<file path="config.mk">
export PLATFORM = sky130hd
export DESIGN_NAME = next_minimal_height_rational_top
export DESIGN_NICKNAME = d
export VERILOG_FILES = /design/src/rtl/nmhr_pkg.sv /design/src/rtl/nmhr_gcd.sv /design/src/rtl/next_minimal_height_rational_top.sv
export SDC_FILE = /design/constraint.sdc
export NUM_CORES = 1
export LEC_CHECK = 0
export BUFFER_PORTS_ARGS = -buffer_cell sky130_fd_sc_hd__buf_4
export CORE_UTILIZATION = 40
export CTS_CLUSTER_DIAMETER = 100
export DETAILED_ROUTE_END_ITERATION = 10
export GPL_TIMING_DRIVEN = 0
export PLACE_DENSITY = 0.61
export SLEW_MARGIN = 30
export SYNTH_ARGS = -nofsm -noshare
export SYNTH_HDL_FRONTEND = slang
export SYNTH_SLANG_ARGS = --single-unit
</file>
<file path="constraint.sdc">
create_clock -name clk -period 13.4 [get_ports clk]
set_input_delay 2.01 -clock clk [delete_from_list [all_inputs] [get_ports clk]]
set_output_delay 2.01 -clock clk [all_outputs]
set_load 0.05 [all_outputs]
</file>
<file path="src/rtl/nmhr_pkg.sv">
`timescale 1ns / 1ps
// ----------------------------------------------------------------------------
// nmhr_pkg: shared types for the next minimal-height rational block
// Holds the status bundle that the gcd unit returns to the sequencer.
// ----------------------------------------------------------------------------
package nmhr_pkg;

  typedef struct packed {
    logic done;     // the gcd run has ended this cycle
    logic coprime;  // the two operands share no factor
  } gcd_status_t;

endpackage

</file>
<file path="src/rtl/nmhr_gcd.sv">
`timescale 1ns / 1ps
// ----------------------------------------------------------------------------
// nmhr_gcd: iterative binary coprimality test
// One compare and one subtractor, used once a cycle, reduce the operand pair
// until one of them is zero, when the other holds the gcd, or both are even.
// ----------------------------------------------------------------------------
module nmhr_gcd #(
  parameter int WIDTH = 32
) (
  input  logic                 clk,
  input  logic                 rst,
  input  logic                 go,
  input  logic [WIDTH-1:0]     a_in,
  input  logic [WIDTH-1:0]     b_in,
  output nmhr_pkg::gcd_status_t status
);

  logic             running;
  logic [WIDTH-1:0] a;
  logic [WIDTH-1:0] b;
  logic             a_zero;
  logic             b_zero;
  logic             both_even;
  logic             finish;
  logic             ge;
  logic [WIDTH-1:0] big;
  logic [WIDTH-1:0] sml;
  logic [WIDTH-1:0] diff;

  assign a_zero    = (a == '0);
  assign b_zero    = (b == '0);
  assign both_even = !a[0] && !b[0];
  assign finish    = running && (a_zero || b_zero || both_even);

  // The shared step: larger minus smaller.
  assign ge   = (a >= b);
  assign big  = ge ? a : b;
  assign sml  = ge ? b : a;
  assign diff = big - sml;

  // With a zero operand the gcd is the other one; two even operands share
  // the factor two. Otherwise at least one operand is odd, so halving the
  // even one keeps the gcd.
  always_comb begin
    status.done    = finish;
    status.coprime = (a_zero || b_zero) && ((a | b) == WIDTH'(1));
  end

  always_ff @(posedge clk) begin
    if (rst) begin
      running <= 1'b0;
    end else if (go) begin
      running <= 1'b1;
    end else if (finish) begin
      running <= 1'b0;
    end
  end

  always_ff @(posedge clk) begin
    if (go) begin
      a <= a_in;
      b <= b_in;
    end else if (running && !finish) begin
      if (!a[0]) begin
        a <= a >> 1;
      end else if (!b[0]) begin
        b <= b >> 1;
      end else if (ge) begin
        a <= diff;
      end else begin
        b <= diff;
      end
    end
  end

endmodule

</file>
<file path="src/rtl/next_minimal_height_rational_top.sv">
`timescale 1ns / 1ps
// ----------------------------------------------------------------------------
// next_minimal_height_rational_top: next fraction in minimal-height order
// Sequencer that steps the denominator candidate and runs the shared gcd
// unit on each one until one coprime to the numerator is found or none is left.
// ----------------------------------------------------------------------------
// A proper nonzero fraction is answered from the check state with no search;
// otherwise each candidate tried takes a check and a gcd run (its subtract and
// shift loop); if none below the numerator fits, the result is 1/(frac_num+1).
// Throughput: one request at a time; busy stays high until the result shows.
// The result is shown for one cycle with done and cannot be held off.
// Reset (rst, synchronous) returns the sequencer to idle and drops done.
module next_minimal_height_rational_top #(
  parameter int WIDTH = 32
) (
  input  logic             clk,
  input  logic             rst,
  input  logic             start,
  output logic             busy,
  input  logic [WIDTH-1:0] frac_num,
  input  logic [WIDTH-1:0] frac_den,
  output logic             done,
  output logic [WIDTH-1:0] next_num,
  output logic [WIDTH:0]   next_den
);

  localparam logic [1:0] S_IDLE  = 2'd0;
  localparam logic [1:0] S_CHECK = 2'd1;
  localparam logic [1:0] S_GCD   = 2'd2;

  logic [1:0]            state;
  logic [1:0]            state_next;
  logic [WIDTH-1:0]      p;
  logic [WIDTH-1:0]      q;
  logic                  gcd_go;
  nmhr_pkg::gcd_status_t gcd_st;
  logic                  swap_case;
  logic                  more;
  logic                  emit_swap;
  logic                  emit_step;

  assign busy      = (state != S_IDLE);
  assign swap_case = (p != '0) && (p < q);
  assign more      = (q < p);

  always_comb begin
    state_next = state;
    gcd_go     = 1'b0;
    emit_swap  = 1'b0;
    emit_step  = 1'b0;
    unique case (state)
      S_IDLE: begin
        if (start) begin
          state_next = S_CHECK;
        end
      end
      S_CHECK: begin
        if (swap_case) begin
          emit_swap  = 1'b1;
          state_next = S_IDLE;
        end else if (more) begin
          gcd_go     = 1'b1;
          state_next = S_GCD;
        end else begin
          emit_step  = 1'b1;
          state_next = S_IDLE;
        end
      end
      S_GCD: begin
        if (gcd_st.done) begin
          if (gcd_st.coprime) begin
            emit_swap  = 1'b1;
            state_next = S_IDLE;
          end else begin
            state_next = S_CHECK;
          end
        end
      end
      default: begin
        state_next = S_IDLE;
      end
    endcase
  end

  always_ff @(posedge clk) begin
    if (rst) begin
      state <= S_IDLE;
      done  <= 1'b0;
    end else begin
      state <= state_next;
      done  <= emit_swap || emit_step;
    end
  end

  always_ff @(posedge clk) begin
    if (state == S_IDLE && start) begin
      p <= frac_num;
      q <= frac_den;
    end else if (gcd_go) begin
      q <= q + WIDTH'(1);
    end
    if (emit_swap) begin
      next_num <= q;
      next_den <= {1'b0, p};
    end else if (emit_step) begin
      next_num <= WIDTH'(1);
      next_den <= {1'b0, p} + (WIDTH+1)'(1);
    end
  end

  // The candidate is incremented in the same cycle as the launch, so the
  // unit is given the incremented value directly.
  nmhr_gcd #(
    .WIDTH (WIDTH)
  ) u_gcd (
    .clk    (clk),
    .rst    (rst),
    .go     (gcd_go),
    .a_in   (p),
    .b_in   (q + WIDTH'(1)),
    .status (gcd_st)
  );

endmodule

</file>
==> impl_metrics.env, run 1 <==
export IMPL_status="finished clean"
export IMPL_ys_seq_area_frac=0.422
export IMPL_fin_nets=1804
export IMPL_slowest_stage="clkbuf_1"
export IMPL_antenna_left=0
export IMPL_clk_latency_ps=450
export IMPL_final_cell_mix="edfxtp_1, nor2_1, buf_4, inv_1, a21oi_1"
export IMPL_rsz0062_at_grt="no"
export IMPL_drt_iter0_markers=1546
export IMPL_place_gp_congestion=0.958
export IMPL_drc_errors=0
export IMPL_hpwlAfterDp_mm=39.5
export IMPL_grt_ovfl_total=0
export IMPL_tightest_slew_ps=961
export IMPL_arrival_ps=6820
export IMPL_core_rowCount=67
export IMPL_diodes=0
export IMPL_fin_crit_ps=6630
export IMPL_grt_pass1_wl_mm=74.9
export IMPL_ctsHoldBuffers=0
export IMPL_synthArstFlopShare=0
export IMPL_grt_antenna_before_repair=0
export IMPL_grt_usage=0.282
export IMPL_cts_max_level=4
export IMPL_hold_viol=0
export IMPL_finClkSkew_ps=9.63
export IMPL_synth_seq_cells=197
export IMPL_reg2regPathDepth=21
export IMPL_synth_avg_cell_area_um2=9.40
export IMPL_coreArea_um2=33900
export IMPL_syn_to_final_growth_pct=16.0
export IMPL_start_util=0.410
export IMPL_cts_resized=0
export IMPL_postCtsSetupBuffers=0
export IMPL_ioPinCount=134
export IMPL_yosysUniqueCellTypes=94
export IMPL_hp_class="reg -> reg"
export IMPL_placed_area_um2=15600
export IMPL_die_w_um=188
export IMPL_cts_sinks=197
export IMPL_port_buffers=133
export IMPL_root_buffer="clkbuf_16"
export IMPL_slew_headroom=0.357
export IMPL_worst_path_largest_cell_delay_ps=610
export IMPL_required_ps=13590
export IMPL_cts_tree="built"
export IMPL_fmax_mhz=151
export IMPL_wl_mm=49.6
export IMPL_synth_edf_count=192
export IMPL_via_per_inst=5.93
export IMPL_cp_end_kind="flop"
export IMPL_die_height_um=188
export IMPL_final_area_um2=16100
export IMPL_clkTransAtPathRegs_ps=70
export IMPL_drv_cap=0
export IMPL_layout_commonest_cell="edfxtp_1"
export IMPL_drive_gt1_frac=0.141
export IMPL_netlist_instances=1478
export IMPL_critical_path_class="reg -> reg"
export IMPL_drt_first_pass_iters=8
export IMPL_die_area_um2=35500
export IMPL_crit_chain="clkbuf_1, inv_1, clkbuf_1, ha_1, a21oi_1, or4_1, o211a_1, o31ai_2, a21oi_1, buf_4, nor3_1, a22oi_1, ha_1, a22oi_1, o2111ai_4, a311oi_4, o21ai_1, a211oi_2, o41ai_2, xor2_1, o21ai_1"
export IMPL_num_vias=12400
export IMPL_yosys_most_used_dff="edfxtp_1"
export IMPL_cts_max_path_buffers=2
export IMPL_wire_per_inst_um=23.7
export IMPL_ys_warn_count=0
export IMPL_cp_max_fo=10
export IMPL_holdPathStages=2
export IMPL_fin_crit_sh=0.495
export IMPL_syn_area_um2=13900
export IMPL_cts_made_buffers=17
export IMPL_start_kind="flop"
export IMPL_tns_ps=0
export IMPL_syn_nets=1649
export IMPL_grt_max_degree=46
export IMPL_setup_viol=0
export IMPL_slew_violations=0
export IMPL_grt_pass1_vias=12200
[per-layer routing]
layer  GRT usage  wire length, µm  vias up
met5           0                0        -
met4       0.105             1650        0
met3      0.0434             4070      104
met2       0.436            22000      663
met1       0.398            21900     5956
li1            -                -     5696
[cell type report]
cell class | instances | area (µm²)
Buffer | 66 | 298
Clock buffer | 22 | 444
Clock inverter | 9 | 106
Fill cell | 3293 | 17800
Inverter | 122 | 458
Multi-Input combinational cell | 1093 | 7300
Sequential cell | 197 | 5870
Tap cell | 448 | 561
Timing Repair Buffer | 136 | 1070
[through the flow]
| step | setup WS [ps] | util | std cells | hold WS (ps) |
|---|---|---|---|---|
| after floorplan | 7980 | - | 1478 | 563 |
| after global placement | 5760 | 0.456 | 2059 | 459 |
| after detailed placement | 6860 | 0.459 | 2062 | 470 |
| after CTS | 6830 | 0.476 | 2093 | 486 |
| after global routing | 6490 | 0.476 | 2093 | 505 |
| final | 6770 | 0.476 | 2093 | 495 |
[cells in the mapped netlist, types with 9 or more instances]
| library cell | n | area (µm²) |
|---|---|---|
| clkbuf_1 | 49 | 184 |
| o21ai_1 | 19 | 95.1 |
| and3_1 | 10 | 62.6 |
| o21ai_0 | 64 | 320 |
| nand2_1 | 97 | 364 |
| buf_2 | 9 | 45.0 |
| a21oi_1 | 108 | 541 |
| xnor2_1 | 65 | 569 |
| edfxtp_1 | 192 | 5770 |
| ha_1 | 104 | 1300 |
| a21o_1 | 16 | 120 |
| xor2_1 | 22 | 193 |
| or3_1 | 12 | 75.1 |
| nand4_1 | 32 | 200 |
| o21a_1 | 13 | 97.6 |
| nor4_1 | 33 | 206 |
| mux2i_1 | 13 | 130 |
| a22oi_1 | 9 | 67.6 |
| inv_1 | 121 | 454 |
| and2_1 | 36 | 225 |
| o22ai_1 | 21 | 131 |
| nor2_1 | 153 | 574 |
| nand3_1 | 39 | 195 |
| nor3_1 | 78 | 390 |
[worst paths after layout]
check	to	start	slack [ps]
worst max-delay path	u_gcd.a[30]	u_gcd.b[0]	6770
worst min-delay path	next_den[32]	next_den[32]	500
worst max register to register	u_gcd.a[30]	u_gcd.b[0]	6770
worst min register to register	next_den[32]	next_den[32]	500
[cell families after synthesis]
kind of cell,after synthesis,synth area share
AND/OR/NAND/NOR,531,0.189
AO/OA/AOI/OAI,350,0.169
flip-flops,197,0.422
buffers and inverters,188,0.0541
adder cells (fa/ha/maj),104,0.0937
XOR/XNOR,87,0.0549
multiplexers,21,0.0161
[state kept, by name, indices dropped and copies added (netlist names)]
signal / cells
done: 1
next_den: 33
next_num: 32
p: 32
q: 32
state: 2
u_gcd.a: 32
u_gcd.b: 32
u_gcd.running: 1
[critical path, delay by kind of cell (launching register included)]
| kind | cells | cell delay [ps] |
|---|---|---|
| compound gates | 12 | 2900 |
| buf+inv | 4 | 1400 |
| fa+ha+maj | 2 | 710 |
| simple gates | 2 | 710 |
| flops | 1 | 360 |
| xor+xnor | 1 | 270 |
Power of run 1 is not shown: default switching activity piles up to over one toggle a cycle in this logic, so the estimate is an artifact.
==> run 2, diff against run 1 <==
--- a/config.mk
+++ b/config.mk
@@ -10,7 +10,7 @@
 export CTS_CLUSTER_DIAMETER = 100
 export DETAILED_ROUTE_END_ITERATION = 10
 export GPL_TIMING_DRIVEN = 0
-export PLACE_DENSITY = 0.61
+export PLACE_DENSITY = 0.63
 export SLEW_MARGIN = 30
 export SYNTH_ARGS = -nofsm -noshare
 export SYNTH_HDL_FRONTEND = slang
==> constraint.sdc (replaced) <==
create_clock -name clk -period 5.43 [get_ports clk]
set_input_delay 0.8145 -clock clk [delete_from_list [all_inputs] [get_ports clk]]
set_output_delay 0.8145 -clock clk [all_outputs]
set_load 0.05 [all_outputs]
==> impl_metrics.env, run 2 (same netlist as run 1, synthesis figures left out) <==
export IMPL_hp_class="reg -> reg"
export IMPL_nFillCells=3246
export IMPL_grt_max_degree=42
export IMPL_start_kind="flop"
export IMPL_clkTransAtPathRegs_ps=70
export IMPL_finClkSkew_ps=11.4
export IMPL_grt_ovfl_total=0
export IMPL_start_util=0.410
export IMPL_antenna_left=0
export IMPL_rsz0062_at_grt="no"
export IMPL_cp_end_kind="flop"
export IMPL_grt_usage=0.278
export IMPL_regMostFlops="next_den"
export IMPL_ioPinCount=134
export IMPL_drive_gt1_frac=0.164
export IMPL_placed_area_um2=15500
export IMPL_drc_errors=0
export IMPL_port_buffers=133
export IMPL_grt_pass1_vias=12200
export IMPL_die_area_um2=35500
export IMPL_cts_max_level=4
export IMPL_wl_mm=49.6
export IMPL_cp_max_fo=10
export IMPL_core_rowCount=67
export IMPL_cts_sinks=197
export IMPL_multi_input_area_um2=7470
export IMPL_via_per_inst=5.99
export IMPL_diodes=0
export IMPL_tightest_slew_ps=1010
export IMPL_critical_path_class="reg -> reg"
export IMPL_die_height_um=188
export IMPL_drv_cap=0
export IMPL_hold_viol=0
export IMPL_layout_commonest_cell="edfxtp_1"
export IMPL_grt_pass1_wl_mm=74.4
export IMPL_ctsHoldBuffers=0
export IMPL_place_gp_congestion=0.969
export IMPL_fin_crit_sh=0.975
export IMPL_syn_to_final_growth_pct=17.3
export IMPL_num_vias=12600
export IMPL_final_area_um2=16300
export IMPL_root_buffer="clkbuf_16"
export IMPL_die_w_um=188
export IMPL_wire_per_inst_um=23.6
export IMPL_grt_antenna_before_repair=0
export IMPL_fin_crit_ps=5300
export IMPL_required_ps=5610
export IMPL_arrival_ps=5470
export IMPL_final_core_util=0.481
export IMPL_cts_made_buffers=17
export IMPL_largest_reg_flops=33
export IMPL_drt_iter0_markers=1565
export IMPL_holdPathStages=2
export IMPL_slew_headroom=0.323
export IMPL_cts_tree="built"
export IMPL_status="finished clean"
export IMPL_clk_latency_ps=440
export IMPL_cts_max_path_buffers=2
export IMPL_fin_nets=1810
export IMPL_final_cell_mix="edfxtp_1, nor2_1, buf_4, inv_1, a21oi_1"
export IMPL_seqCellArea_um2=5870
export IMPL_setup_viol=0
export IMPL_slew_violations=0
export IMPL_reg2regPathDepth=22
export IMPL_drt_first_pass_iters=8
export IMPL_coreArea_um2=33900
export IMPL_hpwlAfterDp_mm=39.1
export IMPL_fmax_mhz=189
==> run 2: cell count changes in the layout (fill, tap and decap cells not counted), sizes merged <==
| cell | change |
|---|---|
| bufinv | -2 |
| buf | +9 |
| clkinvlp | +2 |
| clkinv | -1 |
| clkbuf | -1 |
==> run 2: what timing repair did <==
item / 4_1_cts / 5_1_grt
resized for setup: 18 / 22
endpoints found under the setup margin: 46 / 20
buffers inserted: 2 / 8
pin swaps: 6 / 5
endpoints found under the hold margin: 0 / 0
cloned: 0 / 0
==> run 2: path summary, 6_finish.rpt <==
check | endpoint | start | slack (ps)
worst max-delay path | u_gcd.a[30] | u_gcd.a[26] | 130
worst min-delay path | next_den[32] | next_den[32] | 500
worst max register to register | u_gcd.a[30] | u_gcd.a[26] | 130
worst min register to register | next_den[32] | next_den[32] | 500
==> run 2: critical path: stages (launching register included) <==
cell,delay (ps)
edfxtp_1,450
inv_1,120
ha_1,600
nor2_1,180
o21ai_1,160
a21oi_1,140
a2111oi_4,360
and2_1,200
buf_6,170
nand2_2,80
buf_6,170
buf_6,170
a22oi_1,250
ha_1,260
a22oi_2,110
o2111ai_4,130
a311oi_4,180
o21ai_2,210
a211oi_2,90
buf_4,170
o41ai_4,400
xor2_1,310
o21ai_1,120
==> run 2: layer usage <==
| metal | GRT usage | vias up | routed length (µm) |
|---|---|---|---|
| met3 | 0.0397 | 118 | 4300 |
| met5 | 0 | - | 0 |
| met1 | 0.387 | 6102 | 21100 |
| li1 | - | 5712 | - |
| met4 | 0.105 | 0 | 1700 |
| met2 | 0.437 | 646 | 22500 |
==> run 2: cell type report <==
cell class / instances / area share
Multi-Input combinational cell: 1093 / 0.458
Sequential cell: 197 / 0.360
Inverter: 122 / 0.0281
Tap cell: 448 / 0.0344
Clock inverter: 8 / 0.00330
Timing Repair Buffer: 145 / 0.0688
Buffer: 63 / 0.0184
Clock buffer: 24 / 0.0289
==> run 2: stage by stage <==
| step | hold WS [ps] | setup TNS, ps | worst slack, ps | cells |
|---|---|---|---|---|
| after floorplan | 563 | 0 | 9.47 | 1478 |
| after global placement | 461 | -87610 | -2090 | 2059 |
| after detailed placement | 484 | -21720 | -1080 | 2061 |
| after CTS | 495 | 0 | 1.83 | 2094 |
| after global routing | 507 | 0 | 3.97 | 2100 |
| final | 501 | 0 | 135 | 2100 |
Power of run 2 is left out for the same reason.
==> run 3, diff against run 2 <==
--- a/config.mk
+++ b/config.mk
@@ -5,12 +5,15 @@
 export SDC_FILE = /design/constraint.sdc
 export NUM_CORES = 1
 export LEC_CHECK = 0
+export ABC_CLOCK_PERIOD_IN_PS = 5430
 export BUFFER_PORTS_ARGS = -buffer_cell sky130_fd_sc_hd__buf_4
+export CELL_PAD_IN_SITES_DETAIL_PLACEMENT = 0
+export CELL_PAD_IN_SITES_GLOBAL_PLACEMENT = 1
 export CORE_UTILIZATION = 40
 export CTS_CLUSTER_DIAMETER = 100
 export DETAILED_ROUTE_END_ITERATION = 10
 export GPL_TIMING_DRIVEN = 0
-export PLACE_DENSITY = 0.63
+export PLACE_DENSITY = 0.77
 export SLEW_MARGIN = 30
 export SYNTH_ARGS = -nofsm -noshare
 export SYNTH_HDL_FRONTEND = slang
==> impl_metrics.env, run 3 (same netlist as run 1, synthesis figures left out) <==
export IMPL_startpoint="u_gcd.b[28]"
export IMPL_reg2regPathDepth=20
export IMPL_fin_crit_ps=5250
export IMPL_hold_viol=0
export IMPL_die_area_um2=35500
export IMPL_critPathBufInv=4
export IMPL_tns_ps=0
export IMPL_seqCellArea_um2=5870
export IMPL_grt_pass1_wl_mm=73.0
export IMPL_layout_commonest_cell="edfxtp_1"
export IMPL_start_util=0.410
export IMPL_wl_met3_mm=3.71
export IMPL_grt_usage=0.274
export IMPL_antenna_left=0
export IMPL_die_w_um=188
export IMPL_clkTransAtPathRegs_ps=80
export IMPL_crit_cells=20
export IMPL_wl_met1_mm=21.3
export IMPL_wire_per_inst_um=23.3
export IMPL_cp_common_cell="ha_1"
export IMPL_cts_max_path_buffers=2
export IMPL_num_vias=12300
export IMPL_drive_gt1_frac=0.161
export IMPL_cts_max_level=4
export IMPL_rsz0062_at_grt="no"
export IMPL_regMostFlops="next_den"
export IMPL_cp_top_family="compound AO/OA/AOI/OAI gates"
export IMPL_whs_ps=530
export IMPL_finClkSkew_ps=14.8
export IMPL_fin_nets=1809
export IMPL_cp_max_fo=19
export IMPL_min_from="frac_num[24]"
export IMPL_slew_headroom=0.417
export IMPL_hp_class="in -> reg"
export IMPL_grt_max_degree=47
export IMPL_endpoint="u_gcd.b[12]"
export IMPL_largest_reg_flops=33
export IMPL_tightest_slew_ps=872
export IMPL_arrival_ps=5440
export IMPL_drt_iter0_markers=1339
export IMPL_core_rowCount=67
export IMPL_grt_antenna_before_repair=0
export IMPL_nFillCells=3260
export IMPL_port_buffers=133
export IMPL_slowest_stage="or4_4"
export IMPL_r2r_setup_slack_ps=180
export IMPL_cts_tree="built"
export IMPL_drc_errors=0
export IMPL_root_buffer="clkbuf_16"
export IMPL_required_ps=5610
export IMPL_slew_violations=0
export IMPL_setup_viol=0
export IMPL_fin_crit_sh=0.967
export IMPL_fmax_mhz=190
export IMPL_final_cell_mix="edfxtp_1, nor2_1, buf_4, inv_1, a21oi_1"
export IMPL_ioPinCount=134
export IMPL_multi_input_area_um2=7400
export IMPL_hpwlAfterDp_mm=38.9
export IMPL_via_per_inst=5.88
export IMPL_dr_wl_met2_mm=21.9
export IMPL_diodes=0
export IMPL_wl_mm=48.8
export IMPL_grt_pass1_vias=12000
export IMPL_place_gp_congestion=1.02
export IMPL_die_height_um=188
export IMPL_worst_path_largest_cell_delay_ps=540
export IMPL_drt_first_pass_iters=5
export IMPL_syn_to_final_growth_pct=17.9
export IMPL_final_core_util=0.483
export IMPL_status="finished clean"
export IMPL_cp_end_kind="flop"
export IMPL_cts_made_buffers=17
export IMPL_cts_sinks=197
export IMPL_coreArea_um2=33900
export IMPL_drv_cap=0
export IMPL_critical_path_class="reg -> reg"
export IMPL_grt_ovfl_total=0
export IMPL_topRoutingLayerUsed="met4"
export IMPL_instances_no_fill=2099
export IMPL_start_kind="flop"
export IMPL_reg2reg_to="u_gcd.b[12]"
export IMPL_dpl_cell_count=2061
export IMPL_reg2reg_from="u_gcd.b[28]"
export IMPL_clk_latency_ps=460
export IMPL_crit_chain="inv_1, ha_1, buf_2, or4_4, nor3_1, nand3_2, a21o_4, nand2_2, buf_12, a22oi_1, ha_1, a22oi_2, o2111ai_4, a311oi_4, buf_4, o21ai_1, a211o_1, xor2_1, o221a_2, a21oi_1"
run 3: layer usage:
metal,global-route usage,up-vias
met4,0.107,0
met5,0,-
met2,0.435,607
li1,-,5702
met1,0.381,5951
met3,0.0350,80
run 3: what timing repair did:
action / in CTS / in global routing
setup buffers: 3 / 7
pin swaps: 2 / 3
gates resized for setup: 8 / 24
hold buffers: 0 / 0
endpoints found under the setup margin: 38 / 23
run 3: stage by stage:
stage | instance area [µm²] | setup WS [ps]
6_report | 16400 | 177
2_1_floorplan | 13900 | 9.47
5_1_grt | 16400 | 5.50
3_3_place_gp | 15400 | -2160
4_1_cts | 16200 | 6.51
3_5_place_dp | 15500 | -977
run 3: worst min-delay path by stage:
stage	slack (ps)	depth (start not counted)	to
after floorplan	560	2	u_gcd.a[8]
after global placement	500	2	next_den[32]
after detailed placement	500	2	next_den[32]
after CTS	520	2	next_den[32]
after global routing	520	1	p[22]
final	530	1	p[24]
run 3: cell type report:
cell class	instances	area share
repair buffers	145	0.0685
plain buffers	62	0.0183
flip-flops and latches	197	0.358
well taps	448	0.0342
multi-input cells	1093	0.452
inverters	122	0.0280
clock inverters	12	0.0131
clock buffers	20	0.0273
Power of run 3 is left out for the same reason.
